## src/hw/rtl/omlr_pkg.sv

```systemverilog
// shared types and constants for the eight-octant midpoint line rasterizer
package omlr_pkg;

   localparam int COORD_BITS = 12;
   // zone-0 positions need one more bit so a negated most-negative code still fits
   localparam int POS_BITS   = COORD_BITS + 1;
   localparam int INC_BITS   = COORD_BITS + 3;
   localparam int DEC_BITS   = COORD_BITS + 4;

   typedef enum logic [0:0] {
      OP_START = 1'b0,
      OP_NEXT  = 1'b1
   } op_type;

   typedef enum logic [2:0] {
      ZONE_0 = 3'd0,
      ZONE_1 = 3'd1,
      ZONE_2 = 3'd2,
      ZONE_3 = 3'd3,
      ZONE_4 = 3'd4,
      ZONE_5 = 3'd5,
      ZONE_6 = 3'd6,
      ZONE_7 = 3'd7
   } zone_type;

   typedef struct packed {
      op_type                        opcode;
      logic signed [COORD_BITS-1:0]  start_x;
      logic signed [COORD_BITS-1:0]  start_y;
      logic signed [COORD_BITS-1:0]  end_x;
      logic signed [COORD_BITS-1:0]  end_y;
   } req_payload_type;

   typedef struct packed {
      logic signed [COORD_BITS-1:0]  pixel_x;
      logic signed [COORD_BITS-1:0]  pixel_y;
      zone_type                      octant_zone;
      logic                          last_pixel;
   } rsp_payload_type;

   // walker state, kept in zone-0 coordinates
   typedef struct packed {
      logic signed [POS_BITS-1:0]    major_pos;
      logic signed [POS_BITS-1:0]    minor_pos;
      logic signed [POS_BITS-1:0]    major_end;
      logic signed [DEC_BITS-1:0]    decision;
      logic signed [INC_BITS-1:0]    east_increment;
      logic signed [INC_BITS-1:0]    diagonal_increment;
      zone_type                      zone;
   } line_state_type;

endpackage

```

## src/hw/rtl/omlr_setup.sv

```systemverilog
// line setup: zone classification, mapping into zone 0 and initial decision terms
module omlr_setup
   import omlr_pkg::*;
(
   input  req_payload_type  req_data,
   output line_state_type   setup_state
);

   typedef struct packed {
      logic signed [POS_BITS-1:0] a;
      logic signed [POS_BITS-1:0] b;
   } point_type;

   function automatic point_type to_zone0(zone_type z, logic signed [POS_BITS-1:0] x,
                                          logic signed [POS_BITS-1:0] y);
      point_type p;
      unique case (z)
         ZONE_0: begin p.a = x;  p.b = y;  end
         ZONE_1: begin p.a = y;  p.b = x;  end
         ZONE_2: begin p.a = y;  p.b = -x; end
         ZONE_3: begin p.a = -x; p.b = y;  end
         ZONE_4: begin p.a = -x; p.b = -y; end
         ZONE_5: begin p.a = -y; p.b = -x; end
         ZONE_6: begin p.a = -y; p.b = x;  end
         ZONE_7: begin p.a = x;  p.b = -y; end
         default: begin p.a = x; p.b = y;  end
      endcase
      return p;
   endfunction

   logic signed [POS_BITS-1:0] x0, y0, x1, y1;
   logic signed [POS_BITS-1:0] dx, dy;
   logic        [POS_BITS-1:0] abs_dx, abs_dy;
   logic        [POS_BITS-1:0] d_major, d_minor;
   logic                       shallow;
   zone_type                   zone;
   point_type                  p0, p1;

   always_comb begin
      x0 = {req_data.start_x[COORD_BITS-1], req_data.start_x};
      y0 = {req_data.start_y[COORD_BITS-1], req_data.start_y};
      x1 = {req_data.end_x[COORD_BITS-1], req_data.end_x};
      y1 = {req_data.end_y[COORD_BITS-1], req_data.end_y};
      dx = x1 - x0;
      dy = y1 - y0;
      abs_dx  = dx[POS_BITS-1] ? -dx : dx;
      abs_dy  = dy[POS_BITS-1] ? -dy : dy;
      shallow = abs_dx >= abs_dy;

      case ({dx[POS_BITS-1], dy[POS_BITS-1]})
         2'b00:   zone = shallow ? ZONE_0 : ZONE_1;
         2'b10:   zone = shallow ? ZONE_3 : ZONE_2;
         2'b11:   zone = shallow ? ZONE_4 : ZONE_5;
         default: zone = shallow ? ZONE_7 : ZONE_6;
      endcase

      // in zone 0 the deltas are just the absolute deltas of major and minor axis
      d_major = shallow ? abs_dx : abs_dy;
      d_minor = shallow ? abs_dy : abs_dx;

      p0 = to_zone0(zone, x0, y0);
      p1 = to_zone0(zone, x1, y1);

      setup_state.major_pos          = p0.a;
      setup_state.minor_pos          = p0.b;
      setup_state.major_end          = p1.a;
      setup_state.decision           = (DEC_BITS'(d_minor) << 1) - DEC_BITS'(d_major);
      setup_state.east_increment     = INC_BITS'(d_minor) << 1;
      setup_state.diagonal_increment = (INC_BITS'(d_minor) << 1) - (INC_BITS'(d_major) << 1);
      setup_state.zone               = zone;
   end

endmodule

```

## src/hw/rtl/omlr_map.sv

```systemverilog
// maps a zone-0 position back to screen coordinates and builds the result item
module omlr_map
   import omlr_pkg::*;
(
   input  line_state_type   line_state,
   input  logic             last_pixel,
   output rsp_payload_type  rsp_data
);

   logic signed [POS_BITS-1:0] a, b, x, y;

   always_comb begin
      a = line_state.major_pos;
      b = line_state.minor_pos;
      unique case (line_state.zone)
         ZONE_0: begin x = a;  y = b;  end
         ZONE_1: begin x = b;  y = a;  end
         ZONE_2: begin x = -b; y = a;  end
         ZONE_3: begin x = -a; y = b;  end
         ZONE_4: begin x = -a; y = -b; end
         ZONE_5: begin x = -b; y = -a; end
         ZONE_6: begin x = b;  y = -a; end
         ZONE_7: begin x = a;  y = -b; end
         default: begin x = a; y = b;  end
      endcase
      rsp_data.pixel_x     = x[COORD_BITS-1:0];
      rsp_data.pixel_y     = y[COORD_BITS-1:0];
      rsp_data.octant_zone = line_state.zone;
      rsp_data.last_pixel  = last_pixel;
   end

endmodule

```

## src/hw/rtl/octant_midpoint_line_rasterizer_core.sv

```systemverilog
// top level of the eight-octant midpoint line rasterizer
//
// Requests arrive on the req_ channel (valid/ready). A start request carries both
// endpoints and always produces the first pixel of the line; a next request
// produces the following pixel, or nothing when no line is in progress. Pixels
// leave on the rsp_ channel (valid/ready), the final one of a line with
// last_pixel set. A start while a line is in progress drops the old line.
//
// A request lands in the input register, then the setup or step adder and the zone
// back-mapping feed the result register. Throughput is one request per cycle while
// the receiver takes each result, since each step is a single add and compare on
// registered walker state.
//
// A stalled receiver holds the result register; the input register then fills
// and req_ready drops until the result is taken. Reset (synchronous, active high)
// empties both registers and clears the walker state, leaving no line active.
module octant_midpoint_line_rasterizer_core
   import omlr_pkg::*;
(
   input  logic             clock,
   input  logic             reset,
   input  logic             req_valid,
   output logic             req_ready,
   input  req_payload_type  req_data,
   output logic             rsp_valid,
   input  logic             rsp_ready,
   output rsp_payload_type  rsp_data
);

   logic             in_valid_ff;
   req_payload_type  in_data_ff;
   logic             rsp_valid_ff, rsp_valid_in;
   rsp_payload_type  rsp_data_ff, rsp_data_in;
   logic             line_active_ff, line_active_in;
   line_state_type   line_state_ff, line_state_in;

   line_state_type   setup_state, step_state;
   logic             advance, is_start, produce, last_pixel;

   omlr_setup u_setup (
      .req_data    (in_data_ff),
      .setup_state (setup_state)
   );

   always_comb begin
      advance  = in_valid_ff && (!rsp_valid_ff || rsp_ready);
      is_start = in_data_ff.opcode == OP_START;
      produce  = is_start || line_active_ff;

      step_state = line_state_ff;
      step_state.major_pos = line_state_ff.major_pos + POS_BITS'(1);
      // midpoint test: negative decision stays on the minor row
      if (line_state_ff.decision[DEC_BITS-1]) begin
         step_state.decision = line_state_ff.decision
                             + DEC_BITS'(line_state_ff.east_increment);
      end else begin
         step_state.minor_pos = line_state_ff.minor_pos + POS_BITS'(1);
         step_state.decision  = line_state_ff.decision
                              + DEC_BITS'(line_state_ff.diagonal_increment);
      end

      line_state_in = is_start ? setup_state : step_state;
      last_pixel    = line_state_in.major_pos >= line_state_in.major_end;
   end

   omlr_map u_map (
      .line_state (line_state_in),
      .last_pixel (last_pixel),
      .rsp_data   (rsp_data_in)
   );

   always_comb begin
      req_ready      = !in_valid_ff || advance;
      line_active_in = line_active_ff;
      rsp_valid_in   = rsp_valid_ff;
      if (advance) begin
         rsp_valid_in = produce;
         if (produce) begin
            line_active_in = !last_pixel;
         end
      end else if (rsp_ready) begin
         rsp_valid_in = 1'b0;
      end
   end

   always_ff @(posedge clock) begin
      if (reset) begin
         in_valid_ff    <= 1'b0;
         rsp_valid_ff   <= 1'b0;
         line_active_ff <= 1'b0;
         line_state_ff  <= '0;
      end else begin
         if (req_ready) begin
            in_valid_ff <= req_valid;
         end
         rsp_valid_ff   <= rsp_valid_in;
         line_active_ff <= line_active_in;
         if (advance && produce) begin
            line_state_ff <= line_state_in;
         end
      end
   end

   always_ff @(posedge clock) begin
      if (req_ready) begin
         in_data_ff <= req_data;
      end
      if (advance) begin
         rsp_data_ff <= rsp_data_in;
      end
   end

   assign rsp_valid = rsp_valid_ff;
   assign rsp_data  = rsp_data_ff;

   // a held input item stays put until it moves on
   assert property (@(posedge clock) disable iff (reset)
      in_valid_ff && !advance |=> in_valid_ff && $stable(in_data_ff))
      else $error("input register changed while stalled");

   // a next request with no line in progress yields no transfer
   assert property (@(posedge clock) disable iff (reset)
      advance && !is_start && !line_active_ff |=> !rsp_valid_ff)
      else $error("result produced for next request while idle");

   // every step moves exactly one unit along the major axis
   assert property (@(posedge clock) disable iff (reset)
      advance && !is_start && line_active_ff
      |=> line_state_ff.major_pos == $past(line_state_ff.major_pos) + POS_BITS'(1))
      else $error("major axis did not advance by one");

   // the last pixel of a line ends it
   assert property (@(posedge clock) disable iff (reset)
      advance && produce && last_pixel |=> !line_active_ff)
      else $error("line still active after last pixel");

endmodule
```

## config.mk

```make
export PLATFORM = sky130hd
export DESIGN_NAME = octant_midpoint_line_rasterizer_core
export DESIGN_NICKNAME = d
export VERILOG_FILES = /design/src/hw/rtl/omlr_pkg.sv /design/src/hw/rtl/omlr_setup.sv /design/src/hw/rtl/omlr_map.sv /design/src/hw/rtl/octant_midpoint_line_rasterizer_core.sv
export SDC_FILE = /design/constraint.sdc
export NUM_CORES = 1
export LEC_CHECK = 0
export ABC_AREA = 1
export ABC_CLOCK_PERIOD_IN_PS = 13700
export BUFFER_PORTS_ARGS = -buffer_cell sky130_fd_sc_hd__buf_2
export CORE_ASPECT_RATIO = 1.1
export CORE_UTILIZATION = 35
export CTS_CLUSTER_DIAMETER = 30
export DETAILED_ROUTE_END_ITERATION = 8
export SLEW_MARGIN = 25
export SYNTH_ARGS = -nofsm -noshare
export SYNTH_HDL_FRONTEND = slang
export SYNTH_HIERARCHICAL = 1
export SYNTH_SLANG_ARGS = --single-unit
```

## constraint.sdc

```tcl
create_clock -name clock -period 13.7 [get_ports clock]
set_input_delay 2.055 -clock clock [delete_from_list [all_inputs] [get_ports clock]]
set_output_delay 2.055 -clock clock [all_outputs]
set_load 0.02 [all_outputs]
```

==> flow_metrics.env <==
export IMPL_timing_final_crit_share_pct=64.02
export IMPL_ff_latch_area_um2=4114
export IMPL_antenna_found_initial=1
export IMPL_design_core_area_um2=45550
export IMPL_numCtsBuffers=17
export IMPL_clock_skew_ps=21.72
export IMPL_wire_per_inst_um=16.00
export IMPL_fmax_mhz=114.0
export IMPL_port_buffers=82
export IMPL_io_pins=83
export IMPL_grt_usage_pct=21.56
export IMPL_clk_latency_ps=460
export IMPL_ctsResizeCount=0
export IMPL_cts_root_buf="clkbuf_16"
export IMPL_hold_path_class="register to register"
export IMPL_worstPathMaxFanout=44
export IMPL_slew_violations=0
export IMPL_p_seq_share_pct=16.9
export IMPL_timing_hold_worst_start="line_state_ff[59]"
export IMPL_routed_wirelength_um=51460
export IMPL_drt_iter0_drc=1403
export IMPL_diodes=0
export IMPL_critPathRequiredTime_ps=13910
export IMPL_clock_sinks=167
export IMPL_dr_pass1_iters=8
export IMPL_min_to="line_state_ff[59]"
export IMPL_grt_first_pass_wirelength_um=80000
export IMPL_r2r_cells=41
export IMPL_gr_max_usage_layer="met2"
export IMPL_cpPeakStageDelay_ps=700
export IMPL_dieHeight_um=227.5
export IMPL_reg2reg_from="in_data_ff[24]"
export IMPL_start_util_pct=35.52
export IMPL_reg2reg_to="rsp_data[14]"
export IMPL_r2r_slack_ps=4930
export IMPL_grt_max_degree=95
export IMPL_vdd_drop_max_uv=98.28
export IMPL_tns_ps=0
export IMPL_post_dp_hpwl_um=40580
export IMPL_leakagePower_nw=8.630
export IMPL_p_switching_mw=2.069
export IMPL_cts_hold_buf=0
export IMPL_dieArea_um2=47090
export IMPL_cp_top_family="simple AND/OR/NAND/NOR gates"
export IMPL_use_met3_pct=2.635
export IMPL_syn_avg_cell_area_um2=6.235
export IMPL_yosys_warnings=6
export IMPL_p_int_mw=1.619
export IMPL_synthCells=2595
export IMPL_grt_use_met1_pct=28.52
export IMPL_die_w_um=207.0
export IMPL_multi_input_area_um2=10050
export IMPL_mappedNetlistArea_um2=16180
export IMPL_fin_cells=3216
export IMPL_switching_share_pct=56.10
export IMPL_met2_usage_pct=36.73
export IMPL_cpMostUsedCell="nand2_1"
export IMPL_period_minus_slack_ps=8771
export IMPL_placed_area_um2=16860
export IMPL_num_nets_final=2756
export IMPL_clkPwrFrac_pct=13.1
export IMPL_design_area_um2=17420
export IMPL_area_growth_pct=7.671
export IMPL_power_density_nw_per_um2=211.7
export IMPL_cp_start_kind="register"
export IMPL_cts_path_max_buffers=2
export IMPL_setup_violations=0
export IMPL_cp_slowest_cell="nand2_1"
export IMPL_grt_pass1_vias=14962
export IMPL_critPathBufInv=6
export IMPL_via_per_inst=5.157
export IMPL_ant_nets=0
export IMPL_worstPathArrival_ps=8980
export IMPL_num_vias=16584
export IMPL_place_ws_ps=5067
export IMPL_power_frac_comb_pct=70.1
export IMPL_drc=0
export IMPL_post_cts_buffers=0
export IMPL_layout_setup_ws_ps=4929
export IMPL_slew_headroom_pct=36.55
export IMPL_nFillCells=4923
export IMPL_dp_cells=3184
export IMPL_run_status="finished, final reports clean"
export IMPL_path_class="register to register"
export IMPL_cp_end_kind="register"
export IMPL_maxCapViolCount=0
export IMPL_rows=82
export IMPL_grt_setup_unrepaired="false"
export IMPL_hold_depth=2
export IMPL_drive_above_1_share_pct=8.866
export IMPL_gp_congestion=0.9657
export IMPL_cts_tree="done"
export IMPL_cts_clk_slew_worst_paths_ps=70
export IMPL_htree_num_levels=4
export IMPL_worst_slew_pin_slew_ps=941.8
export IMPL_finalHoldViolCount=0
export IMPL_overflow=0
-- power groups by stage --
stage          logic [mW]  registers (mW)  clock network, mW
2_1_floorplan        1.89           0.650                  0
3_3_place_gp         2.53           0.633                  0
3_5_place_dp         2.53           0.634                  0
4_1_cts              2.54           0.623              0.494
5_1_grt              2.88           0.629              0.512
6_report             2.58           0.623              0.482
-- cell type report --
class	count	area share (%)
Clock buffer	21	2.585
Tap cell	588	4.223
Multi-Input combinational cell	1944	57.71
Clock inverter	11	0.6535
Sequential cell	167	23.61
Timing Repair Buffer	89	2.657
Inverter	396	8.554
-- how the worst max path moves through the flow --
stage	start	end	slack, ps	cells after the start
3_5_place_dp	in_data_ff[24]	rsp_data[14]	5070	41
4_1_cts	in_data_ff[0]	rsp_data[14]	5060	42
5_1_grt	in_data_ff[24]	rsp_data[14]	4040	41
2_1_floorplan	in_data_ff[36]	rsp_data[0]	7480	47
6_report	in_data_ff[24]	rsp_data[14]	4930	41
3_3_place_gp	in_data_ff[24]	rsp_data[14]	5280	41
-- placed cells by master (no fill, tap or decap), types with 14 or more instances in the layout --
cell type	n
a21oi_1	117
edfxtp_1	77
nand4_1	55
nand2_2	41
nand2_1	842
inv_1	376
nor2_1	139
dfxtp_1	90
nand3b_1	14
buf_2	82
ha_1	85
nor3_1	19
clkbuf_16	17
inv_2	16
xor2_1	58
o21ai_0	161
nand3_1	213
o21ai_1	54
-- metal layers --
metal,up-vias,part of all wire [%]
li1,8389,-
met1,7547,46
met2,582,46
met3,66,5.9
met4,0,2.1
met5,-,0
-- per-stage QoR --
stage | utilization [%] | hold slack, ps | total power [mW]
final | 38.24 | 453.5 | 3.688
after global routing | 38.24 | 484.1 | 4.026
after CTS | 38.24 | 456.9 | 3.659
after detailed placement | 37.01 | 445.6 | 3.167
after global placement | 37.01 | 439.1 | 3.161
after floorplan | - | 429.2 | 2.538
-- worst min-delay path, cell delays in order (launching register included) --
cell	delay (ps)
dfxtp_1	300
inv_1	60
a21oi_1	50
-- flip-flops by register name, indices dropped and copies added, names as in the netlist --
name / flops
rsp_data: 28
in_valid_ff: 1
line_active_ff: 1
line_state_ff: 87
rsp_valid: 1
in_data_ff: 49
Note: power is estimated with default switching activity, not from simulation.
